<file path="src/design/spa_pkg.sv">
// spa_pkg: shared types and constants for the sparse polynomial add/sub block
// transaction structs, item kind codes, store entry and merge control types
// no dependencies
`default_nettype none

package spa_pkg;

  localparam int MAX_TERMS_DEFAULT = 16;

  // item kind codes
  localparam logic [2:0] KIND_LOAD_FIRST  = 3'd0;
  localparam logic [2:0] KIND_LOAD_SECOND = 3'd1;
  localparam logic [2:0] KIND_ADD         = 3'd2;
  localparam logic [2:0] KIND_SUB         = 3'd3;
  localparam logic [2:0] KIND_CLEAR       = 3'd4;

  typedef struct packed {
    logic [2:0]         kind;
    logic signed [31:0] coefficient;
    logic [15:0]        exponent;
  } item_t;

  typedef struct packed {
    logic signed [32:0] result_coefficient;
    logic [15:0]        result_exponent;
    logic               zero_polynomial;
    logic               capacity_exceeded;
    logic               last;
  } result_t;

  // one stored term
  typedef struct packed {
    logic signed [31:0] coeff;
    logic [15:0]        expo;
  } entry_t;

  // start request from the front end to the merge engine
  typedef struct packed {
    logic start;
    logic subtract;
    logic overflow;
  } merge_ctl_t;

  typedef enum logic {
    MS_IDLE,
    MS_MERGE
  } merge_state_t;

endpackage

`default_nettype wire

</file>
<file path="src/design/sparse_polynomial_add_sub.sv">
// sparse_polynomial_add_sub: top level of the sparse polynomial adder/subtractor
// front end with counts and overflow flag, two term stores and the merge engine
// depends on spa_pkg, spa_store, spa_merge
//
// channel   | valid        | stall         | payload
// ----------+--------------+---------------+-----------------------------------
// item      | item_valid   | item_stall    | item   (kind, coefficient, exponent)
// result    | result_valid | result_stall  | result (term, zero, capacity, last)
//
// load, clear and unused kinds do not stall the input and are taken back to back
// add/subtract holds item_stall for at most first_count + second_count merge
//   steps plus a final step, one merge step per cycle unless a result stall
//   holds it, set by the one read port on each store; a result stall pauses the merge only while result_valid is high
// reset clears counts, overflow flag and the merge engine; stores are not cleared
// a new transaction is taken while the last result still waits on the output
`default_nettype none

module sparse_polynomial_add_sub #(
  parameter int MAX_TERMS = spa_pkg::MAX_TERMS_DEFAULT
) (
  input  wire logic           clk,
  input  wire logic           rst,
  input  wire logic           item_valid,
  output logic                item_stall,
  input  wire spa_pkg::item_t item,
  output logic                result_valid,
  input  wire logic           result_stall,
  output spa_pkg::result_t    result
);
  import spa_pkg::*;

  localparam int CW = $clog2(MAX_TERMS + 1);
  localparam int AW = (MAX_TERMS > 1) ? $clog2(MAX_TERMS) : 1;

  // term counts and overflow flag
  logic [CW-1:0] first_count, first_count_next;
  logic [CW-1:0] second_count, second_count_next;
  logic          overflow, overflow_next;

  logic          accept;
  logic          busy;
  logic          wr_first, wr_second;
  entry_t        wr_entry;
  merge_ctl_t    ctl;

  logic [AW-1:0] rd_addr_first, rd_addr_second;
  entry_t        rd_first, rd_second;

  // input is held off while the merge walks the stores
  assign item_stall = busy;
  assign accept     = item_valid && !item_stall;

  assign wr_entry = '{coeff: item.coefficient, expo: item.exponent};

  // decode one accepted transaction
  always_comb begin
    first_count_next  = first_count;
    second_count_next = second_count;
    overflow_next     = overflow;
    wr_first          = 1'b0;
    wr_second         = 1'b0;
    ctl               = '{start: 1'b0, subtract: 1'b0, overflow: overflow};
    if (accept) begin
      unique case (item.kind)
        KIND_LOAD_FIRST: begin
          // zero coefficient terms are ignored
          if (item.coefficient != 0) begin
            if (first_count < CW'(MAX_TERMS)) begin
              wr_first         = 1'b1;
              first_count_next = first_count + CW'(1);
            end else begin
              overflow_next = 1'b1;
            end
          end
        end
        KIND_LOAD_SECOND: begin
          if (item.coefficient != 0) begin
            if (second_count < CW'(MAX_TERMS)) begin
              wr_second         = 1'b1;
              second_count_next = second_count + CW'(1);
            end else begin
              overflow_next = 1'b1;
            end
          end
        end
        KIND_ADD, KIND_SUB: begin
          ctl.start    = 1'b1;
          ctl.subtract = (item.kind == KIND_SUB);
        end
        KIND_CLEAR: begin
          first_count_next  = '0;
          second_count_next = '0;
          overflow_next     = 1'b0;
        end
        default: ;  // unused kinds do nothing
      endcase
    end
  end

  always_ff @(posedge clk) begin
    if (rst) begin
      first_count  <= '0;
      second_count <= '0;
      overflow     <= 1'b0;
    end else begin
      first_count  <= first_count_next;
      second_count <= second_count_next;
      overflow     <= overflow_next;
    end
  end

  // first polynomial store
  spa_store #(
    .DEPTH (MAX_TERMS),
    .AW    (AW)
  ) u_store_first (
    .clk     (clk),
    .wr_en   (wr_first),
    .wr_addr (first_count[AW-1:0]),
    .wr_data (wr_entry),
    .rd_addr (rd_addr_first),
    .rd_data (rd_first)
  );

  // second polynomial store
  spa_store #(
    .DEPTH (MAX_TERMS),
    .AW    (AW)
  ) u_store_second (
    .clk     (clk),
    .wr_en   (wr_second),
    .wr_addr (second_count[AW-1:0]),
    .wr_data (wr_entry),
    .rd_addr (rd_addr_second),
    .rd_data (rd_second)
  );

  // merge engine, owns the result register
  spa_merge #(
    .MAX_TERMS (MAX_TERMS),
    .CW        (CW),
    .AW        (AW)
  ) u_merge (
    .clk            (clk),
    .rst            (rst),
    .ctl            (ctl),
    .first_count    (first_count),
    .second_count   (second_count),
    .rd_addr_first  (rd_addr_first),
    .rd_addr_second (rd_addr_second),
    .rd_first       (rd_first),
    .rd_second      (rd_second),
    .busy           (busy),
    .result_valid   (result_valid),
    .result_stall   (result_stall),
    .result         (result)
  );

endmodule

`default_nettype wire

</file>
<file path="src/design/spa_store.sv">
// spa_store: term store of one polynomial, one write and one read port
// read data registered; uses spa_pkg
`default_nettype none

module spa_store #(
  parameter int DEPTH = spa_pkg::MAX_TERMS_DEFAULT,
  parameter int AW    = (DEPTH > 1) ? $clog2(DEPTH) : 1
) (
  input  wire logic            clk,
  input  wire logic            wr_en,
  input  wire logic [AW-1:0]   wr_addr,
  input  wire spa_pkg::entry_t wr_data,
  input  wire logic [AW-1:0]   rd_addr,
  output spa_pkg::entry_t      rd_data
);
  import spa_pkg::*;

  entry_t mem [DEPTH];

  always_ff @(posedge clk) begin
    if (wr_en) begin
      mem[wr_addr] <= wr_data;
    end
  end

  always_ff @(posedge clk) begin
    rd_data <= mem[rd_addr];
  end

endmodule

`default_nettype wire

</file>
<file path="src/design/spa_merge.sv">
// spa_merge: two-pointer merge over both term stores, one step per cycle unless a held result stalls it
// holds back one term so the final one can be marked last; uses spa_pkg
`default_nettype none

module spa_merge #(
  parameter int MAX_TERMS = spa_pkg::MAX_TERMS_DEFAULT,
  parameter int CW = $clog2(MAX_TERMS + 1),
  parameter int AW = (MAX_TERMS > 1) ? $clog2(MAX_TERMS) : 1
) (
  input  wire logic                clk,
  input  wire logic                rst,
  input  wire spa_pkg::merge_ctl_t ctl,
  input  wire logic [CW-1:0]       first_count,
  input  wire logic [CW-1:0]       second_count,
  output logic [AW-1:0]            rd_addr_first,
  output logic [AW-1:0]            rd_addr_second,
  input  wire spa_pkg::entry_t     rd_first,
  input  wire spa_pkg::entry_t     rd_second,
  output logic                     busy,
  output logic                     result_valid,
  input  wire logic                result_stall,
  output spa_pkg::result_t         result
);
  import spa_pkg::*;

  merge_state_t state, state_next;

  logic [CW-1:0]      i, i_next;
  logic [CW-1:0]      j, j_next;
  logic               subtract;
  logic               overflow;
  logic               hold_valid, hold_valid_next;
  logic signed [32:0] hold_coef, hold_coef_next;
  logic [15:0]        hold_exp, hold_exp_next;

  logic               a_ok, b_ok, done, advance, out_free;
  logic signed [32:0] coef_a, coef_b, cand_coef;
  logic [15:0]        cand_exp;
  logic               inc_i, inc_j;
  logic               push;
  result_t            push_item;

  assign out_free = !result_valid || !result_stall;
  assign a_ok     = i < first_count;
  assign b_ok     = j < second_count;
  assign done     = !a_ok && !b_ok;
  assign advance  = (state == MS_MERGE) && out_free;
  assign busy     = (state != MS_IDLE);

  // candidate term at the current heads
  always_comb begin
    coef_a = {rd_first.coeff[31], rd_first.coeff};
    coef_b = {rd_second.coeff[31], rd_second.coeff};
    if (subtract) begin
      coef_b = -coef_b;
    end
    inc_i     = 1'b0;
    inc_j     = 1'b0;
    cand_coef = coef_b;
    cand_exp  = rd_second.expo;
    if (a_ok && b_ok && rd_first.expo == rd_second.expo) begin
      cand_coef = coef_a + coef_b;
      cand_exp  = rd_first.expo;
      inc_i     = 1'b1;
      inc_j     = 1'b1;
    end else if (!b_ok || (a_ok && rd_first.expo > rd_second.expo)) begin
      cand_coef = coef_a;
      cand_exp  = rd_first.expo;
      inc_i     = 1'b1;
    end else begin
      inc_j     = 1'b1;
    end
  end

  // next state
  always_comb begin
    state_next = state;
    unique case (state)
      MS_IDLE: begin
        if (ctl.start) begin
          state_next = MS_MERGE;
        end
      end
      MS_MERGE: begin
        if (advance && done) begin
          state_next = MS_IDLE;
        end
      end
      default: state_next = MS_IDLE;
    endcase
  end

  // pointers, hold stage and output push
  always_comb begin
    i_next          = i;
    j_next          = j;
    hold_valid_next = hold_valid;
    hold_coef_next  = hold_coef;
    hold_exp_next   = hold_exp;
    push            = 1'b0;
    push_item       = '{result_coefficient: hold_coef, result_exponent: hold_exp,
                        zero_polynomial: 1'b0, capacity_exceeded: overflow,
                        last: 1'b0};
    unique case (state)
      MS_IDLE: begin
        i_next = '0;
        j_next = '0;
      end
      MS_MERGE: begin
        if (advance) begin
          if (done) begin
            push            = 1'b1;
            push_item.last  = 1'b1;
            hold_valid_next = 1'b0;
            if (!hold_valid) begin
              push_item.result_coefficient = '0;
              push_item.result_exponent    = '0;
              push_item.zero_polynomial    = 1'b1;
            end
          end else begin
            i_next = i + CW'(inc_i);
            j_next = j + CW'(inc_j);
            if (cand_coef != 0) begin
              push            = hold_valid;
              hold_valid_next = 1'b1;
              hold_coef_next  = cand_coef;
              hold_exp_next   = cand_exp;
            end
          end
        end
      end
      default: ;
    endcase
  end

  assign rd_addr_first  = i_next[AW-1:0];
  assign rd_addr_second = j_next[AW-1:0];

  always_ff @(posedge clk) begin
    if (rst) begin
      state        <= MS_IDLE;
      i            <= '0;
      j            <= '0;
      hold_valid   <= 1'b0;
      result_valid <= 1'b0;
    end else begin
      state      <= state_next;
      i          <= i_next;
      j          <= j_next;
      hold_valid <= hold_valid_next;
      if (push) begin
        result_valid <= 1'b1;
      end else if (!result_stall) begin
        result_valid <= 1'b0;
      end
    end
  end

  always_ff @(posedge clk) begin
    hold_coef <= hold_coef_next;
    hold_exp  <= hold_exp_next;
    if (push) begin
      result <= push_item;
    end
    if (state == MS_IDLE && ctl.start) begin
      subtract <= ctl.subtract;
      overflow <= ctl.overflow;
    end
  end

endmodule

`default_nettype wire

</file>
<file path="config.mk">
export PLATFORM = sky130hd
export DESIGN_NAME = sparse_polynomial_add_sub
export DESIGN_NICKNAME = d
export VERILOG_FILES = /design/src/design/spa_pkg.sv /design/src/design/sparse_polynomial_add_sub.sv /design/src/design/spa_store.sv /design/src/design/spa_merge.sv
export SDC_FILE = /design/constraint.sdc
export NUM_CORES = 2
export LEC_CHECK = 0
export BUFFER_PORTS_ARGS = -buffer_cell sky130_fd_sc_hd__buf_2
export CAP_MARGIN = 40
export CORE_ASPECT_RATIO = 1.25
export CORE_MARGIN = 2
export CORE_UTILIZATION = 50
export CTS_CLUSTER_SIZE = 28
export DETAILED_ROUTE_END_ITERATION = 8
export PLACE_DENSITY = 0.68
export SYNTH_ARGS = -nofsm -noshare
export SYNTH_HDL_FRONTEND = slang
export SYNTH_SLANG_ARGS = --single-unit
</file>
<file path="constraint.sdc">
create_clock -name clk -period 8.94 [get_ports clk]
set_clock_uncertainty 0.05 [all_clocks]
set_input_delay 1.341 -clock clk [delete_from_list [all_inputs] [get_ports clk]]
set_output_delay 1.341 -clock clk [all_outputs]
set_load 0.03 [all_outputs]
</file>
==> flow_summary.yaml <==
cts:
  cts.path.max_buffers: 3
  worstSkewPairLatency_ps: 820
  clk_root_buffer_cell: "clkbuf_16"
  hold_buffers: 0
  path_clk_slew_ps: 70
  htreeDepth: 4
  cts_sinks: 1759
  cts_resized: 0
  cts_buffers: 159
  cts_tree: "built"
  post_cts_buffers: 0
setup_path:
  slowest_stage: "or4b_1"
  required_ps: 9360
  worstSetupEndpointType: "flip-flop"
  cp_max_fo: 52
  criticalPathCategory: "flip-flop to flip-flop"
  crit_family: "simple AND/OR/NAND/NOR gates"
  crit_path_cell_trace: "inv_1 > ha_1 > or4b_4 > nor3_4 > inv_1 > o41ai_1 > xnor2_1 > ha_1 > nand4_1 > o41ai_2 > a31oi_1 > xnor2_1 > a22oi_1 > o21ai_0 > or4b_1 > or4_4 > nor4_4 > o31ai_4 > buf_4"
  cp_slowest_stage_delay_ps: 600
  cp.buffers_inverters: 3
  cp-start-kind: "flip-flop"
  arrival_ps: 6580
floorplan:
  die_w_um: 337
  die_h_um: 420
  std_cell_rows: 152
  fp.dieArea_um2: 141000
  io-pin-count: 109
  core_um2: 137000
  floorplan.initialDensity_pct: 50.4
finish:
  utilization_pct: 56.7
  layout-drive-gt1-share_pct: 23.1
  nets: 3928
  fillCellCount: 10300
  syn_to_final_growth_pct: 12.5
timing:
  finalWorstPathRequiredPeriod_ps: 6160
  max_freq_ghz: 0.162
  worst_slew_pin_slew_ps: 983
  finalCritPeriodShare_pct: 68.9
  hold_viol: 0
  drv_slew: 0
  grt_setup_unrepaired: "false"
  relSlewSlack_pct: 33.7
  finalSetupTns_ps: 0
  setup_viol: 0
pwr:
  finalPower_mw: 16.2
  ir_drop_mv: 0.213
  power_leakage_nw: 24.4
  cellPowerDensity_nw_per_um2: 209
grt:
  grt_use_total_pct: 24.4
  grt_pass1_vias: 35600
  grt_max_degree: 98
  grt_antenna_before_repair: 14
  grt_pass1_wl_mm: 246
  gr-total-overflow: 0
logic_synthesis:
  async_flop_share_pct: 0
  ys_seq_area_share_pct: 74.7
  synth.top_cell.area_share_pct: 71.2
  synth_seq_cells: 1759
  synth.area.top_cells: "edfxtp_1, mux4_2, dfxtp_1"
  postSynthCellCount: 3610
  synth_cell_types: 91
  synth_area_per_cell_um2: 19.2
  ys_warn_count: 0
  synth_top_area_cell: "edfxtp_1"
  synth_flop_cell: "edfxtp_1"
  synth-edff-count: 1639
  synth_nets: 3742
  syn_area_um2: 69100
place:
  dp_hpwl_mm: 98.4
  gp_congestion: 0.918
  portBuffers: 108
route:
  dr.pass1.iters: 7
  wire_per_inst_um: 29.4
  antenna_left: 0
  routed_wl_mm: 170
  drt_iter0_drc: 3882
  via_per_inst: 6.15
  vias: 35600
  drc: 0
job:
  maxCapViolCount: 0
hold_path:
  hold_path_class: "flip-flop to flip-flop"
status:
  outcome: "completed"
## flip-flops by register name, summed over array words and instances (netlist names)
| signal | count |
|---|---|
| u_merge.hold_valid | 1 |
| u_merge.hold_exp | 16 |
| u_store_second.rd_data | 48 |
| u_store_first.mem | 768 |
| u_store_first.rd_data | 48 |
| first_count | 5 |
| overflow | 1 |
| second_count | 5 |
| u_merge.overflow | 1 |
| u_merge.result_valid | 1 |
| u_merge.subtract | 1 |
| u_merge.i | 5 |
| u_store_second.mem | 768 |
| u_merge.busy | 1 |
| u_merge.result | 52 |
| u_merge.hold_coef | 33 |
| u_merge.j | 5 |
## cells in the mapped netlist, drive strengths merged (25+ instances only)
cell and number:
dfxtp 120, buf 61, nand4 25, a31oi 104, clkbuf 121, edfxtp 1639, inv 49, and2 119
a211oi 101, ha 76, xnor2 45, nand2 276, nor2b 66, o21ai 68, a21oi 57, nor2 56
mux4 384
## final timing paths
| path | from | endpoint | slack, ps | depth (start not counted) |
|---|---|---|---|---|
| worst max register to register | u_store_second.rd_data[16]$_DFF_P_ | u_merge.result[25]$_DFFE_PP_ | 2780 | 19 |
| worst min-delay path | u_merge.hold_exp[14]$_DFFE_PP_ | u_merge.result[17]$_DFFE_PP_ | 470 | 1 |
| worst min register to register | u_merge.hold_exp[14]$_DFFE_PP_ | u_merge.result[17]$_DFFE_PP_ | 470 | 1 |
| worst max-delay path | u_store_second.rd_data[16]$_DFF_P_ | u_merge.result[25]$_DFFE_PP_ | 2780 | 19 |
## metrics by stage
stage,instances,setup slack (ps),hold WS (ps),instance area (um^2)
after floorplan,3610,415,350,69100
after global placement,5461,2950,438,72200
after detailed placement,5480,2830,449,72600
after CTS,5777,2790,474,77800
after global routing,5780,2400,478,77800
final,5783,2780,475,77800
## logic make-up (layout without fill, tap and decap cells)
kind of cell    count (synthesis)  after routing  share of synthesized area, %
compound gates                426            426                          4.15
simple gates                  656            656                          4.87
mux                           392            392                          12.6
buf+inv                       234            556                          1.46
fa+ha+maj                      77             77                          1.40
xor+xnor                       66             66                         0.836
flops                        1759           1759                          74.7
other cells                     0              3                             0
## per-layer routing
| layer | track usage [%] | vias to the layer above | wire length (um) |
|---|---|---|---|
| met2 | 39.8 | 1574 | 83100 |
| met4 | 8.32 | 6 | 5350 |
| met5 | 0 | - | 38 |
| li1 | - | 15000 | - |
| met1 | 33.5 | 18700 | 67300 |
| met3 | 4.20 | 291 | 14100 |
## placed cells by master, fill, tap and decap left out, types with 18 or more instances in the layout
cell	netlist	routed
edfxtp_1	1639	1639
mux4_2	384	384
nand2_1	275	275
clkbuf_16	0	160
dfxtp_1	120	120
buf_2	27	112
a31oi_1	104	104
a211oi_1	101	101
and2_1	109	93
ha_1	76	76
buf_4	20	68
o21ai_0	61	61
nor2b_1	66	58
a21oi_1	55	55
inv_1	49	49
nor2_1	56	47
xnor2_1	45	45
clkbuf_1	121	45
clkinv_2	0	25
nand4_1	24	24
xor2_1	21	21
clkinv_1	1	18
clkbuf_8	0	18
## where the power goes
part	internal (mW)	switching [mW]
clock network	3.76	3.01
registers	9.02	0.0232
logic	0.125	0.301
total	12.9	3.33
## worst register-to-register path, delay by kind of cell, from the launching register on
| kind | cells | cell delay, ps |
|---|---|---|
| and+or+nand+nor | 6 | 2460 |
| AOI/OAI and AO/OA | 6 | 1520 |
| adders and majority gates | 2 | 600 |
| buffers and inverters | 3 | 520 |
| DFF | 1 | 340 |
| xor gates and xnor gates | 2 | 320 |
## final cells by class
type                    instances  area (um^2)  share of cell area (%)
well taps                    1848         2310                    2.97
flip-flops and latches       1759        51600                    66.4
diodes                          3         7.51                 0.00965
inverters                      50          188                   0.241
clock buffers                 223         4420                    5.68
clock inverters                74          782                    1.01
multi-input cells            1617        16800                    21.6
repair buffers                209         1700                    2.18
No activity file was read; power rests on OpenSTA's default activity.
